[config.mk]
export PLATFORM = sky130hd
export DESIGN_NAME = signed_binary_to_decimal_ascii
export DESIGN_NICKNAME = d
export VERILOG_FILES = /design/src/hdl/sbda_pkg.sv /design/src/hdl/signed_binary_to_decimal_ascii.sv /design/src/hdl/sbda_dabble_stage.sv
export SDC_FILE = /design/constraint.sdc
export NUM_CORES = 1
export LEC_CHECK = 0
export BUFFER_PORTS_ARGS = -buffer_cell sky130_fd_sc_hd__buf_4
export CORE_MARGIN = 5
export CORE_UTILIZATION = 58
export CTS_CLUSTER_SIZE = 14
export DETAILED_ROUTE_END_ITERATION = 10
export PLACE_DENSITY_LB_ADDON = 0.1
export REMOVE_ABC_BUFFERS = 1
export SLEW_MARGIN = 0
export SYNTH_ARGS = -nofsm -noshare
export SYNTH_HDL_FRONTEND = slang
export SYNTH_SLANG_ARGS = --single-unit
[constraint.sdc]
create_clock -name i_clk -period 16.6 [get_ports i_clk]
set_input_delay 4.98 -clock i_clk [delete_from_list [all_inputs] [get_ports i_clk]]
set_output_delay 4.98 -clock i_clk [all_outputs]
set_load 0.01 [all_outputs]
[src/hdl/sbda_pkg.sv]
// ----------------------------------------------------------------------------
// sbda_pkg
// Shared types and constants for the signed binary to decimal ASCII converter.
// ----------------------------------------------------------------------------
package sbda_pkg;

    localparam int DIGIT_W = 4;

    localparam logic [DIGIT_W-1:0] DABBLE_LIMIT = 4'd5;
    localparam logic [DIGIT_W-1:0] DABBLE_ADD   = 4'd3;

    typedef logic [7:0] t_char;

    localparam t_char CH_ZERO  = 8'd48;
    localparam t_char CH_MINUS = 8'd45;

    typedef struct packed {
        logic valid;
        logic neg;
    } t_stage_ctl;

endpackage

[src/hdl/signed_binary_to_decimal_ascii.sv]
// ----------------------------------------------------------------------------
// signed_binary_to_decimal_ascii
// Converts a signed integer to its decimal ASCII text, one character at a
// time, with a minus sign for negative values and leading zeros removed.
// ----------------------------------------------------------------------------
// Path: a request passes through the input register, the dabble stages at
// four bits each (the last takes the remaining bits), the leading-digit
// register and the emitter, which sends the characters.
// Output: one character per cycle while i_stall is low; a number gives 1 to
// 11 characters at 32 bits. New requests enter while earlier numbers are in
// flight, held off by o_stall while a converted number waits for the emitter.
// Reset: synchronous, active low; it clears all valid bits and the emitter's busy flag.
module signed_binary_to_decimal_ascii #(
    parameter int INPUT_BITS = 32
) (
    input  logic                         i_clk,
    input  logic                         i_rst_n,
    input  logic                         i_valid,
    output logic                         o_stall,
    input  logic signed [INPUT_BITS-1:0] i_value,
    output logic                         o_valid,
    input  logic                         i_stall,
    output logic [7:0]                   o_character,
    output logic                         o_last_char
);

    localparam int NDIG_RAW = (INPUT_BITS * 30103 + 99999) / 100000;
    localparam int NDIG     = (NDIG_RAW > 20) ? 20 : ((NDIG_RAW < 1) ? 1 : NDIG_RAW);
    localparam int BCD_W    = NDIG * sbda_pkg::DIGIT_W;
    localparam int IDX_W    = (NDIG > 1) ? $clog2(NDIG) : 1;
    localparam int BPS      = 4;
    localparam int NSTG     = (INPUT_BITS + BPS - 1) / BPS;
    localparam int LAST_STEPS = INPUT_BITS - (NSTG - 1) * BPS;

    logic                   w_en;
    logic [INPUT_BITS-1:0]  w_raw;
    logic [INPUT_BITS-1:0]  n_in_mag;

    sbda_pkg::t_stage_ctl   w_ctl [0:NSTG];
    logic [BCD_W-1:0]       w_bcd [0:NSTG];
    logic [INPUT_BITS-1:0]  w_mag [0:NSTG];

    logic                   r_in_valid;
    logic                   r_in_neg;
    logic [INPUT_BITS-1:0]  r_in_mag;

    logic [IDX_W-1:0]       n_f_idx;
    logic                   r_f_valid;
    logic                   r_f_neg;
    logic [BCD_W-1:0]       r_f_bcd;
    logic [IDX_W-1:0]       r_f_idx;

    logic                   r_s_busy;
    logic                   r_s_minus;
    logic [BCD_W-1:0]       r_s_bcd;
    logic [IDX_W-1:0]       r_s_idx;
    logic [sbda_pkg::DIGIT_W-1:0] w_digit;
    logic                   w_take;
    logic                   w_cur_last;
    logic                   w_load_ok;

    assign w_cur_last = !r_s_minus && (r_s_idx == '0);
    assign w_take     = r_s_busy && !i_stall;
    assign w_load_ok  = !r_s_busy || (w_take && w_cur_last);
    assign w_en       = !r_f_valid || w_load_ok;
    assign o_stall    = !w_en;

    assign w_raw    = i_value;
    assign n_in_mag = w_raw[INPUT_BITS-1] ? (~w_raw + 1'b1) : w_raw;

    always_ff @(posedge i_clk) begin
        if (!i_rst_n) begin
            r_in_valid <= 1'b0;
        end else if (w_en) begin
            r_in_valid <= i_valid;
        end
        if (w_en) begin
            r_in_neg <= w_raw[INPUT_BITS-1];
            r_in_mag <= n_in_mag;
        end
    end

    assign w_ctl[0].valid = r_in_valid;
    assign w_ctl[0].neg   = r_in_neg;
    assign w_bcd[0]       = '0;
    assign w_mag[0]       = r_in_mag;

    for (genvar k = 0; k < NSTG; k++) begin : g_stage
        sbda_dabble_stage #(
            .NDIG     (NDIG),
            .MAG_BITS (INPUT_BITS),
            .STEPS    ((k == NSTG - 1) ? LAST_STEPS : BPS)
        ) u_stage (
            .i_clk   (i_clk),
            .i_rst_n (i_rst_n),
            .i_en    (w_en),
            .i_ctl   (w_ctl[k]),
            .i_bcd   (w_bcd[k]),
            .i_mag   (w_mag[k]),
            .o_ctl   (w_ctl[k+1]),
            .o_bcd   (w_bcd[k+1]),
            .o_mag   (w_mag[k+1])
        );
    end

    always_comb begin
        n_f_idx = '0;
        for (int d = 0; d < NDIG; d++) begin
            if (w_bcd[NSTG][d*sbda_pkg::DIGIT_W +: sbda_pkg::DIGIT_W] != '0) begin
                n_f_idx = IDX_W'(d);
            end
        end
    end

    always_ff @(posedge i_clk) begin
        if (!i_rst_n) begin
            r_f_valid <= 1'b0;
        end else if (w_en) begin
            r_f_valid <= w_ctl[NSTG].valid;
        end
        if (w_en) begin
            r_f_neg <= w_ctl[NSTG].neg;
            r_f_bcd <= w_bcd[NSTG];
            r_f_idx <= n_f_idx;
        end
    end

    always_ff @(posedge i_clk) begin
        if (!i_rst_n) begin
            r_s_busy <= 1'b0;
        end else if (w_load_ok) begin
            r_s_busy <= r_f_valid;
        end
        if (w_load_ok) begin
            if (r_f_valid) begin
                r_s_minus <= r_f_neg;
                r_s_bcd   <= r_f_bcd;
                r_s_idx   <= r_f_idx;
            end
        end else if (w_take) begin
            if (r_s_minus) begin
                r_s_minus <= 1'b0;
            end else begin
                r_s_idx <= r_s_idx - 1'b1;
            end
        end
    end

    assign w_digit     = r_s_bcd[r_s_idx*sbda_pkg::DIGIT_W +: sbda_pkg::DIGIT_W];
    assign o_valid     = r_s_busy;
    assign o_character = r_s_minus ? sbda_pkg::CH_MINUS
                                   : (sbda_pkg::CH_ZERO + {4'b0000, w_digit});
    assign o_last_char = w_cur_last;

    a_minus_not_last: assert property (@(posedge i_clk) disable iff (!i_rst_n)
        (o_valid && o_character == sbda_pkg::CH_MINUS) |-> !o_last_char)
        else $error("minus sign flagged as last character");

    a_run_continues: assert property (@(posedge i_clk) disable iff (!i_rst_n)
        (o_valid && !i_stall && !o_last_char) |=> o_valid)
        else $error("character run broken before its last character");

    a_stall_needs_item: assert property (@(posedge i_clk) disable iff (!i_rst_n)
        o_stall |-> (r_f_valid && r_s_busy))
        else $error("input stalled with no item waiting");

    a_char_range: assert property (@(posedge i_clk) disable iff (!i_rst_n)
        o_valid |-> (o_character == sbda_pkg::CH_MINUS ||
                     (o_character >= sbda_pkg::CH_ZERO &&
                      o_character <= sbda_pkg::CH_ZERO + 8'd9)))
        else $error("character is neither a digit nor a minus sign");

endmodule

[src/hdl/sbda_dabble_stage.sv]
// ----------------------------------------------------------------------------
// sbda_dabble_stage
// One register stage of the double dabble pipeline: STEPS shift and add-3
// steps on the BCD word, with the magnitude shifted out MSB first.
// ----------------------------------------------------------------------------
module sbda_dabble_stage #(
    parameter int NDIG     = 10,
    parameter int MAG_BITS = 32,
    parameter int STEPS    = 4
) (
    input  logic                                 i_clk,
    input  logic                                 i_rst_n,
    input  logic                                 i_en,
    input  sbda_pkg::t_stage_ctl                 i_ctl,
    input  logic [NDIG*sbda_pkg::DIGIT_W-1:0]    i_bcd,
    input  logic [MAG_BITS-1:0]                  i_mag,
    output sbda_pkg::t_stage_ctl                 o_ctl,
    output logic [NDIG*sbda_pkg::DIGIT_W-1:0]    o_bcd,
    output logic [MAG_BITS-1:0]                  o_mag
);

    localparam int BCD_W = NDIG * sbda_pkg::DIGIT_W;

    logic [BCD_W-1:0]     n_bcd;
    logic [MAG_BITS-1:0]  n_mag;
    logic                 r_valid;
    logic                 r_neg;
    logic [BCD_W-1:0]     r_bcd;
    logic [MAG_BITS-1:0]  r_mag;

    always_comb begin
        n_bcd = i_bcd;
        n_mag = i_mag;
        for (int s = 0; s < STEPS; s++) begin
            for (int d = 0; d < NDIG; d++) begin
                if (n_bcd[d*sbda_pkg::DIGIT_W +: sbda_pkg::DIGIT_W] >= sbda_pkg::DABBLE_LIMIT)
                begin
                    n_bcd[d*sbda_pkg::DIGIT_W +: sbda_pkg::DIGIT_W] =
                        n_bcd[d*sbda_pkg::DIGIT_W +: sbda_pkg::DIGIT_W]
                        + sbda_pkg::DABBLE_ADD;
                end
            end
            n_bcd = {n_bcd[BCD_W-2:0], n_mag[MAG_BITS-1]};
            n_mag = {n_mag[MAG_BITS-2:0], 1'b0};
        end
    end

    always_ff @(posedge i_clk) begin
        if (!i_rst_n) begin
            r_valid <= 1'b0;
        end else if (i_en) begin
            r_valid <= i_ctl.valid;
        end
        if (i_en) begin
            r_neg <= i_ctl.neg;
            r_bcd <= n_bcd;
            r_mag <= n_mag;
        end
    end

    assign o_ctl.valid = r_valid;
    assign o_ctl.neg   = r_neg;
    assign o_bcd       = r_bcd;
    assign o_mag       = r_mag;

endmodule
==> results of run 1 <==
-- worst register-to-register path: cells and delay by family (launching register included) --
kind | cells | cell delay (ns)
simple gates | 2 | 1.10
flops | 1 | 0.69
buf+inv | 5 | 3.12
compound gates | 1 | 0.83
fa+ha+maj | 1 | 0.17
-- kinds of logic after synthesis --
logic type / after synthesis
adder cells (fa/ha/maj): 157
AO/OA/AOI/OAI: 1094
XOR/XNOR: 186
other: 2
AND/OR/NAND/NOR: 786
multiplexers: 173
buffers and inverters: 281
flip-flops: 439
-- metrics by stage --
| stage | area (um2) | worst slack [ns] | hold slack, ns | std cells |
|---|---|---|---|---|
| after floorplan | 30300 | -4.33 | 0.400 | 3039 |
| after global placement | 31500 | 4.52 | 0.401 | 3777 |
| after detailed placement | 31500 | 4.37 | 0.405 | 3777 |
| after CTS | 33200 | 4.39 | 0.413 | 3863 |
| after global routing | 33200 | 4.15 | 0.422 | 3863 |
| final | 33200 | 4.41 | 0.412 | 3863 |
-- cells in the final DEF (no fill, tap or decap), drive strengths merged, types with 50 or more instances in the layout --
| cell | n |
|---|---|
| a21oi | 307 |
| a31oi | 68 |
| buf | 50 |
| clkbuf | 51 |
| edfxtp | 428 |
| ha | 152 |
| inv | 205 |
| mux2 | 75 |
| mux2i | 90 |
| nand2 | 207 |
| nand2b | 75 |
| nor2 | 204 |
| nor3 | 58 |
| o21ai | 280 |
| o22ai | 51 |
| xnor2 | 160 |
-- routing by layer --
metal | GRT usage | part of all wire
met3 | 0.0286 | 0.037
met5 | 0 | 0
met4 | 0.0505 | 0.020
met2 | 0.347 | 0.51
met1 | 0.222 | 0.43
-- registers in the layout (all words and copies together), names as in the netlist --
name / cells
g_stage.u_stage.o_bcd: 185
g_stage.u_stage.o_mag: 112
r_f_bcd: 40
r_s_bcd: 40
r_in_mag: 32
g_stage.u_stage.r_neg: 8
g_stage.u_stage.r_valid: 8
r_f_idx: 4
r_s_idx: 4
o_valid: 1
r_f_neg: 1
r_f_valid: 1
r_in_neg: 1
r_in_valid: 1
r_s_minus: 1
-- worst min-delay path by stage --
stage | slack (ns) | startpoint | cells after the start | to
6_report | 0.41 | g_stage[5].u_stage.o_mag[25] | 0 | g_stage[6].u_stage.o_mag[29]
5_1_grt | 0.42 | g_stage[3].u_stage.o_mag[28] | 0 | g_stage[4].u_stage.o_bcd[0]
4_1_cts | 0.41 | g_stage[5].u_stage.o_mag[25] | 0 | g_stage[6].u_stage.o_mag[29]
3_5_place_dp | 0.40 | r_in_mag[21] | 0 | g_stage[0].u_stage.o_mag[25]
3_3_place_gp | 0.40 | g_stage[0].u_stage.o_mag[12] | 0 | g_stage[1].u_stage.o_mag[16]
2_1_floorplan | 0.40 | r_in_mag[28] | 0 | g_stage[0].u_stage.o_bcd[0]
-- cell usage after synthesis, types with 25 or more instances --
library cell  instances
edfxtp_1            428
a21oi_1             301
o21ai_0             239
nand2_1             207
nor2_1              203
inv_1               194
xnor2_1             157
ha_1                152
mux2i_1              88
nand2b_1             74
mux2_2               72
clkbuf_1             71
a31oi_1              68
nor3_1               56
o22ai_1              51
nor3b_1              48
nand3_1              45
nor2b_1              44
o21ai_1              41
o21a_1               36
a211oi_1             34
a21o_1               33
xor2_1               26
o211ai_1             25
-- layout make-up --
type	instances	share of cell area
Clock buffer	51	0.0371
Tap cell	688	0.0259
Multi-Input combinational cell	2399	0.495
Sequential cell	439	0.393
Inverter	201	0.0227
Timing Repair Buffer	50	0.0113
Clock inverter	35	0.0142
==> summary.txt, run 1 <==
Detailed routing
  • Remaining DRCs: 0
  • Wirelength, routed: 54500 um
  • Post-route ant nets: 0
  • Vias/cell: 6.05
  • Vias post-DR: 23400
  • Routed WL per cell: 14.1 um
  • Initial detailed-routing violation count: 1350
  • Drt first pass iters: 8

STA
  • Final setup fails: 0
  • Worst slew pin tran: 1.31 ns
  • Fin. max-slew vios: 0
  • Slew HR: 0.122
  • Skew final: 0.0164 ns
  • Final worst-path cycle share: 0.734
  • Max Clock Freq: 0.0820 GHz
  • TNS Setup: 0 ns
  • Time the worst path needs with I/O delays and setup: 12.19 ns
  • Final Hold Violating Endpoints: 0
  • RSZ-0062 raised after global routing: no

Floorplan
  • Die span in y: 240 um
  • Die Footprint: 0.0574 mm2
  • Row count: 84
  • Area of the core: 0.0524 mm2
  • Initial core utilization: 0.583
  • I/O Pins: 47
  • Die width: 240 um

Clock tree
  • Htree depth: 2
  • Clock Latency Late Sink: 0.60 ns
  • CTS tree: done
  • Sinks on Clock Net: 439
  • Max Root-Sink Buffers: 3
  • Clock root cell: clkbuf_16
  • # hold bufs at CTS: 0
  • # resized after CTS: 0
  • Clock slew at reported path FFs: 0.06 ns
  • # Post-CTS Setup Buffers: 0
  • CTS buffer count: 48

Critical path
  • Critical R2R Launch: r_s_idx[0]
  • CP Capture Point: o_stall
  • Register-to-Register Path Depth: 9
  • Critical-path maximum fanout: 43
  • Reg-to-reg endpoint: g_stage[2].u_stage.o_mag[19]
  • Worst EP required: 11.62 ns
  • Total stage count of the critical path: 6
  • WS Path Type: in -> out
  • Startpoint type of the worst setup path: input pin
  • Arrival @ worst endpoint: 7.21 ns
  • CP top delay family: buffers and inverters
  • CP peak stage delay: 0.81 ns
  • Reg2reg setup slack: 10.26 ns
  • Critical Path Source: i_stall
  • Critical Path, Cell by Cell: buf_4 -> o21ai_0 -> inv_1 -> nand2_4 -> inv_1 -> buf_4
  • Buf/Inv on CP: 4
  • Slowest stage cell, crit path: o21ai_0
  • Crit. End Element: output pin

Layout
  • Inserted Diodes: 0
  • Final nets: 3327
  • Filler cell count: 4115
  • Multi-input logic area: 0.0165 mm2
  • Layout cells sized above 1: 0.0885
  • Fin util: 0.634
  • Total area of sequential cells: 0.0131 mm2
  • Synthesis-to-layout area growth: 8.63%

Synthesis
  • Unique masters post-synth: 102
  • Dominant synthesized flop cell: edfxtp_1
  • Share of the synthesized area in the top cell type: 0.420
  • EDFF count, synth: 428
  • Post-Synth Simple-Gate Area: 0.128
  • Seq cells post-synth: 439
  • Sequential fraction of the synthesis area: 0.427
  • Synth Area per Inst: 9.81 um2
  • Synthesized cell area: 0.0306 mm2
  • Largest family of logic cells by synthesized area: compound AO/OA/AOI/OAI gates
  • Post-synth ARST share: 0
  • Synth Area in XOR/XNOR: 0.0540
  • Synthesized netlist cell count: 3118
  • Top cells by area, synth: edfxtp_1, ha_1, a21oi_1
  • Post-synthesis mux area share: 0.0632
  • Synth Area in Compound Gates: 0.228
  • Dominant cell type by area after synthesis: edfxtp_1
  • Synth warn: 0
  • Synth Area in Adders: 0.0638

Global route
  • GRT Residual Overflow: 0
  • First-pass GRT wire length: 94400 um
  • Antenna violations before repair: 0
  • Vias in the first global route: 22000
  • Gr usage total: 0.186
  • Largest net degree at the start of global routing: 84

Worst hold path
  • Hold crit path type: reg -> reg

Outcome
  • Outcome: finished, final reports clean

Placement
  • GP Congestion: 0.857
  • Count of buffers from port buffering: 43
  • Detail Placement HPWL: 38700 um

Run
  • MaxCap Viol Count: 0
Power of run 1 is not shown: default switching activity piles up to over one toggle a cycle in this logic, so the estimate is an artifact.
==> inputs of run 2 (changes only) <==
- clock period: 16.6 -> 10.5 ns (I/O delays scaled with it)
==> summary.txt, run 2 (synthesis gave the netlist of run 1 again) <==
Global route
  • Met2 GRT Util: 0.354
  • GR peak layer: met2
  • Largest net degree at the start of global routing: 90
  • First-pass GRT wire length: 94900 um
  • Vias in the first global route: 22100
  • Antenna violations before repair: 0
  • Met1 Use GR: 0.221
  • Routing usage on met3: 0.0243
  • GRT Residual Overflow: 0
  • Gr usage total: 0.187

STA
  • Worst slew pin tran: 1.13 ns
  • Slew HR: 0.238
  • TNS Setup: 0 ns
  • Final worst-path cycle share: 0.817
  • Skew final: 0.0148 ns
  • Setup slack after layout: 1.92 ns
  • Max Clock Freq: 0.117 GHz
  • RSZ-0062 raised after global routing: no
  • Fin. max-slew vios: 0
  • Final Hold Violating Endpoints: 0
  • Time the worst path needs with I/O delays and setup: 8.58 ns
  • Final setup fails: 0

Clock tree
  • Clock slew at reported path FFs: 0.06 ns
  • CTS tree: done
  • Max Root-Sink Buffers: 3
  • Clock root cell: clkbuf_16
  • # Post-CTS Setup Buffers: 0
  • CTS buffer count: 48
  • Sinks on Clock Net: 439
  • Clock Latency Late Sink: 0.57 ns
  • # resized after CTS: 0
  • # hold bufs at CTS: 0
  • Htree depth: 2

Run
  • MaxCap Viol Count: 0

Worst hold path
  • Worst Hold Launch: g_stage[2].u_stage.o_mag[27]
  • Hold endpoint: g_stage[3].u_stage.o_mag[31]
  • Hold crit path type: reg -> reg
  • Hold path depth: 0

Detailed routing
  • Routed WL per cell: 14.3 um
  • Initial detailed-routing violation count: 1421
  • Remaining DRCs: 0
  • Drt first pass iters: 6
  • Post-route ant nets: 0
  • Vias/cell: 6.03
  • Vias post-DR: 23300
  • Wirelength, routed: 55300 um

Placement
  • Detail Placement HPWL: 39200 um
  • Count of buffers from port buffering: 43
  • GP Congestion: 0.850
  • Place WS: 1.95 ns

Critical path
  • WS Path Type: in -> out
  • Critical-path maximum fanout: 45
  • Register-to-Register Path Depth: 9
  • Startpoint type of the worst setup path: input pin
  • Reg2reg setup slack: 4.33 ns
  • Worst EP required: 7.35 ns
  • Crit. End Element: output pin
  • Reg-to-reg endpoint: g_stage[2].u_stage.o_bcd[13]
  • Arrival @ worst endpoint: 5.43 ns
  • Critical R2R Launch: r_s_idx[0]

Layout
  • Largest register FFs: 185
  • Filler cell count: 4136
  • Fin util: 0.630
  • Synthesis-to-layout area growth: 7.99%
  • Most common cell after layout, fill and taps aside: edfxtp_1
  • Layout cells sized above 1: 0.0869
  • Final nets: 3329
  • Commonest cells after routing, fill and taps aside: edfxtp_1, a21oi_1, o21ai_0
  • Inserted Diodes: 0

Outcome
  • Outcome: finished, final reports clean

Floorplan
  • Area of the core: 0.0524 mm2
  • Initial core utilization: 0.583
  • I/O Pins: 47
  • Die Footprint: 0.0574 mm2
  • Die width: 240 um
  • Die span in y: 240 um
  • Row count: 84
[run 2: changes by cell type in the layout (fill, tap and decap cells not counted), sizes merged]
cell and change:
bufinv -7, buf +2, clkinv +1, clkbuf +8
clkinvlp +1, inv -4
[run 2: worst max path at each step]
stage	startpoint	slack (ns)	to	depth (start not counted)
2_1_floorplan	i_stall	-6.77	o_stall	4
3_3_place_gp	i_stall	2.03	o_stall	6
3_5_place_dp	i_stall	1.95	o_stall	6
4_1_cts	i_stall	1.94	o_stall	6
5_1_grt	i_stall	1.71	o_stall	6
6_report	i_stall	1.92	o_stall	6
[run 2: area by class of cell]
type	instances	area, um2	area share
flip-flops and latches	439	13100	0.396
clock buffers	59	1280	0.0389
multi-input cells	2399	16500	0.498
inverters	201	754	0.0228
clock inverters	26	213	0.00644
well taps	688	861	0.0261
repair buffers	52	390	0.0118
[run 2: routing by layer]
| layer | up-vias | wire length (um) |
|---|---|---|
| met3 | 99 | 1950 |
| met5 | - | 0 |
| met1 | 11000 | 23600 |
| met2 | 413 | 28700 |
| met4 | 0 | 1090 |
| li1 | 11800 | - |
[run 2: critical path, cell delays in order]
cell,delay [ns]
buf_4,0.12
o21ai_0,0.79
inv_1,0.28
nand2_4,0.52
inv_1,0.32
buf_4,0.23
[run 2: through the flow]
stage	instance area, um2	instances	hold slack [ns]
floorplan	30300	3039	0.400
global placement	31500	3779	0.400
detailed placement	31500	3779	0.405
CTS	33000	3864	0.413
global route	33000	3864	0.422
finish	33000	3864	0.414
Power of run 2 is left out for the same reason.
==> inputs of run 3 (changes only) <==
- ABC_AREA: unset -> 1
- clock period: 10.5 -> 7.82 ns (I/O delays scaled with it)
==> summary.txt, run 3 <==
Layout
  • Final Cell Area: 0.0321 mm2
  • Most common cell after layout, fill and taps aside: nand2_1
  • Commonest cells after routing, fill and taps aside: nand2_1, inv_1, edfxtp_1
  • Layout cells sized above 1: 0.0651
  • Largest register FFs: 185
  • Inserted Diodes: 0
  • Final nets: 4018
  • Synthesis-to-layout area growth: 9.52%

Detailed routing
  • Post-route ant nets: 0
  • Routed WL per cell: 10.1 um
  • Drt first pass iters: 7
  • Vias post-DR: 22500
  • Vias/cell: 4.95
  • Initial detailed-routing violation count: 788
  • Remaining DRCs: 0
  • Wirelength, routed: 45900 um

Placement
  • Place WS: 2.26 ns
  • GP Congestion: 0.817
  • Area after DPL: 0.0305 mm2
  • Count of buffers from port buffering: 43
  • Detail Placement HPWL: 34100 um

STA
  • Worst slew pin tran: 1.02 ns
  • Fin. max-slew vios: 0
  • Final Hold Violating Endpoints: 0
  • Final setup fails: 0
  • RSZ-0062 raised after global routing: no
  • Setup slack after layout: 2.22 ns
  • Max Clock Freq: 0.178 GHz
  • Final worst-path cycle share: 0.717
  • TNS Setup: 0 ns
  • Hold_ws: 0.403 ns
  • Slew HR: 0.321
  • Time the worst path needs with I/O delays and setup: 5.60 ns
  • Skew final: 0.0202 ns

Synthesis
  • Synth Area in Compound Gates: 0.0571
  • Top-count cell post-synth: nand2_1
  • Dominant synthesized flop cell: edfxtp_1
  • Most frequent cells after synthesis: nand2_1, inv_1, edfxtp_1
  • Unique masters post-synth: 45
  • Synthesized netlist cell count: 3745
  • Seq cells post-synth: 439
  • Synthesized cell area: 0.0293 mm2
  • Dominant cell type by area after synthesis: edfxtp_1
  • Top cells by area, synth: edfxtp_1, nand2_1, inv_1
  • EDFF count, synth: 428
  • Post-synth ARST share: 0
  • Largest family of logic cells by synthesized area: simple AND/OR/NAND/NOR gates
  • Synth Area in XOR/XNOR: 0.0352
  • Synth Area per Inst: 7.82 um2
  • Share of the synthesized area in the top cell type: 0.439
  • Post-Synth Simple-Gate Area: 0.312
  • Post-synthesis mux area share: 0.00103
  • Sequential fraction of the synthesis area: 0.446
  • Synth Area in Adders: 0.0649
  • Synth warn: 0

Clock tree
  • CTS buffer count: 49
  • # hold bufs at CTS: 0
  • # resized after CTS: 0
  • Clock root cell: clkbuf_16
  • CTS tree: done
  • # Post-CTS Setup Buffers: 0
  • Clock slew at reported path FFs: 0.06 ns
  • Clock Latency Late Sink: 0.59 ns
  • Htree depth: 2
  • Sinks on Clock Net: 439
  • Max Root-Sink Buffers: 3

Critical path
  • Worst EP required: 5.47 ns
  • CP Capture Point: o_stall
  • Crit. End Element: output pin
  • WS Path Type: reg -> out
  • Critical Path Source: r_s_idx[0]
  • Critical R2R Launch: r_s_idx[0]
  • Arrival @ worst endpoint: 3.26 ns
  • Register-to-Register Path Depth: 10
  • Reg-to-reg endpoint: g_stage[1].u_stage.o_bcd[8]
  • Critical-path maximum fanout: 22
  • Startpoint type of the worst setup path: flip-flop
  • Reg2reg setup slack: 3.99 ns

Floorplan
  • Die width: 235 um
  • I/O Pins: 47
  • Die span in y: 235 um
  • Die Footprint: 0.0551 mm2
  • Area of the core: 0.0501 mm2
  • Row count: 82
  • Initial core utilization: 0.585

Worst hold path
  • Hold crit path type: reg -> reg

Global route
  • Largest net degree at the start of global routing: 149
  • GRT Residual Overflow: 0
  • First-pass GRT wire length: 81600 um
  • Gr usage total: 0.164
  • Vias in the first global route: 20100
  • Antenna violations before repair: 0

Outcome
  • Outcome: finished, final reports clean

Run
  • MaxCap Viol Count: 0
[run 3: cell count changes after synthesis, moves of 67 or more]
cell / delta
nand2_1: +1117
inv_1: +432
nand3_1: +341
a21oi_1: -256
xnor2_1: -132
o21ai_0: -125
nand4_1: +105
nor2_1: -87
mux2i_1: -85
nand2b_1: -73
mux2_2: -72
nand2_2: +69
a31oi_1: -67
[run 3: worst min-delay path by stage]
stage,end,cells past startpoint,startpoint
floorplan,g_stage[0].u_stage.o_bcd[0],0,r_in_mag[28]
global placement,g_stage[0].u_stage.o_bcd[0],0,r_in_mag[28]
CTS,r_s_bcd[21],0,r_f_bcd[21]
finish,r_s_bcd[21],0,r_f_bcd[21]
global route,g_stage[0].u_stage.o_mag[22],0,r_in_mag[18]
detailed placement,g_stage[0].u_stage.o_mag[22],0,r_in_mag[18]
[run 3: area by class of cell]
class                      instances  area, um2
inverter                         633       2380
clock buffer                      50       1230
clock inverter                    42        388
multi-input combinational       2661      13800
fill                            4363      18000
timing repair buffer              46        370
sequential                       439      13100
tap                              672        841
[run 3: stage by stage]
| stage | util | instances |
|---|---|---|
| after floorplan | - | 3733 |
| after CTS | 0.641 | 4543 |
| after detailed placement | 0.608 | 4451 |
| after global routing | 0.641 | 4543 |
| after global placement | 0.608 | 4451 |
| final | 0.641 | 4543 |
[run 3: cells by family (layout without fill, tap and decap cells)]
family / Yosys count / after routing
other: 2 / 3
flip-flops: 439 / 439
buffers and inverters: 646 / 771
XOR/XNOR: 115 / 115
multiplexers: 3 / 3
AO/OA/AOI/OAI: 293 / 293
adder cells (fa/ha/maj): 152 / 152
AND/OR/NAND/NOR: 2095 / 2095
[run 3: per-layer routing]
layer,global-route usage,routed length [um]
met5,0,0
met1,0.195,20500
met2,0.311,23200
met3,0.0240,1210
met4,0.0435,1040
[run 3: critical path: stages, from the launching register on]
cell	delay [ns]
edfxtp_1	0.81
clkinv_1	0.62
ha_1	0.40
nand2_1	0.07
nor2_1	0.05
nand2_1	0.05
nand2_1	0.18
nor2_1	0.14
buf_4	0.21
buf_4	0.14
Power of run 3 is left out for the same reason.
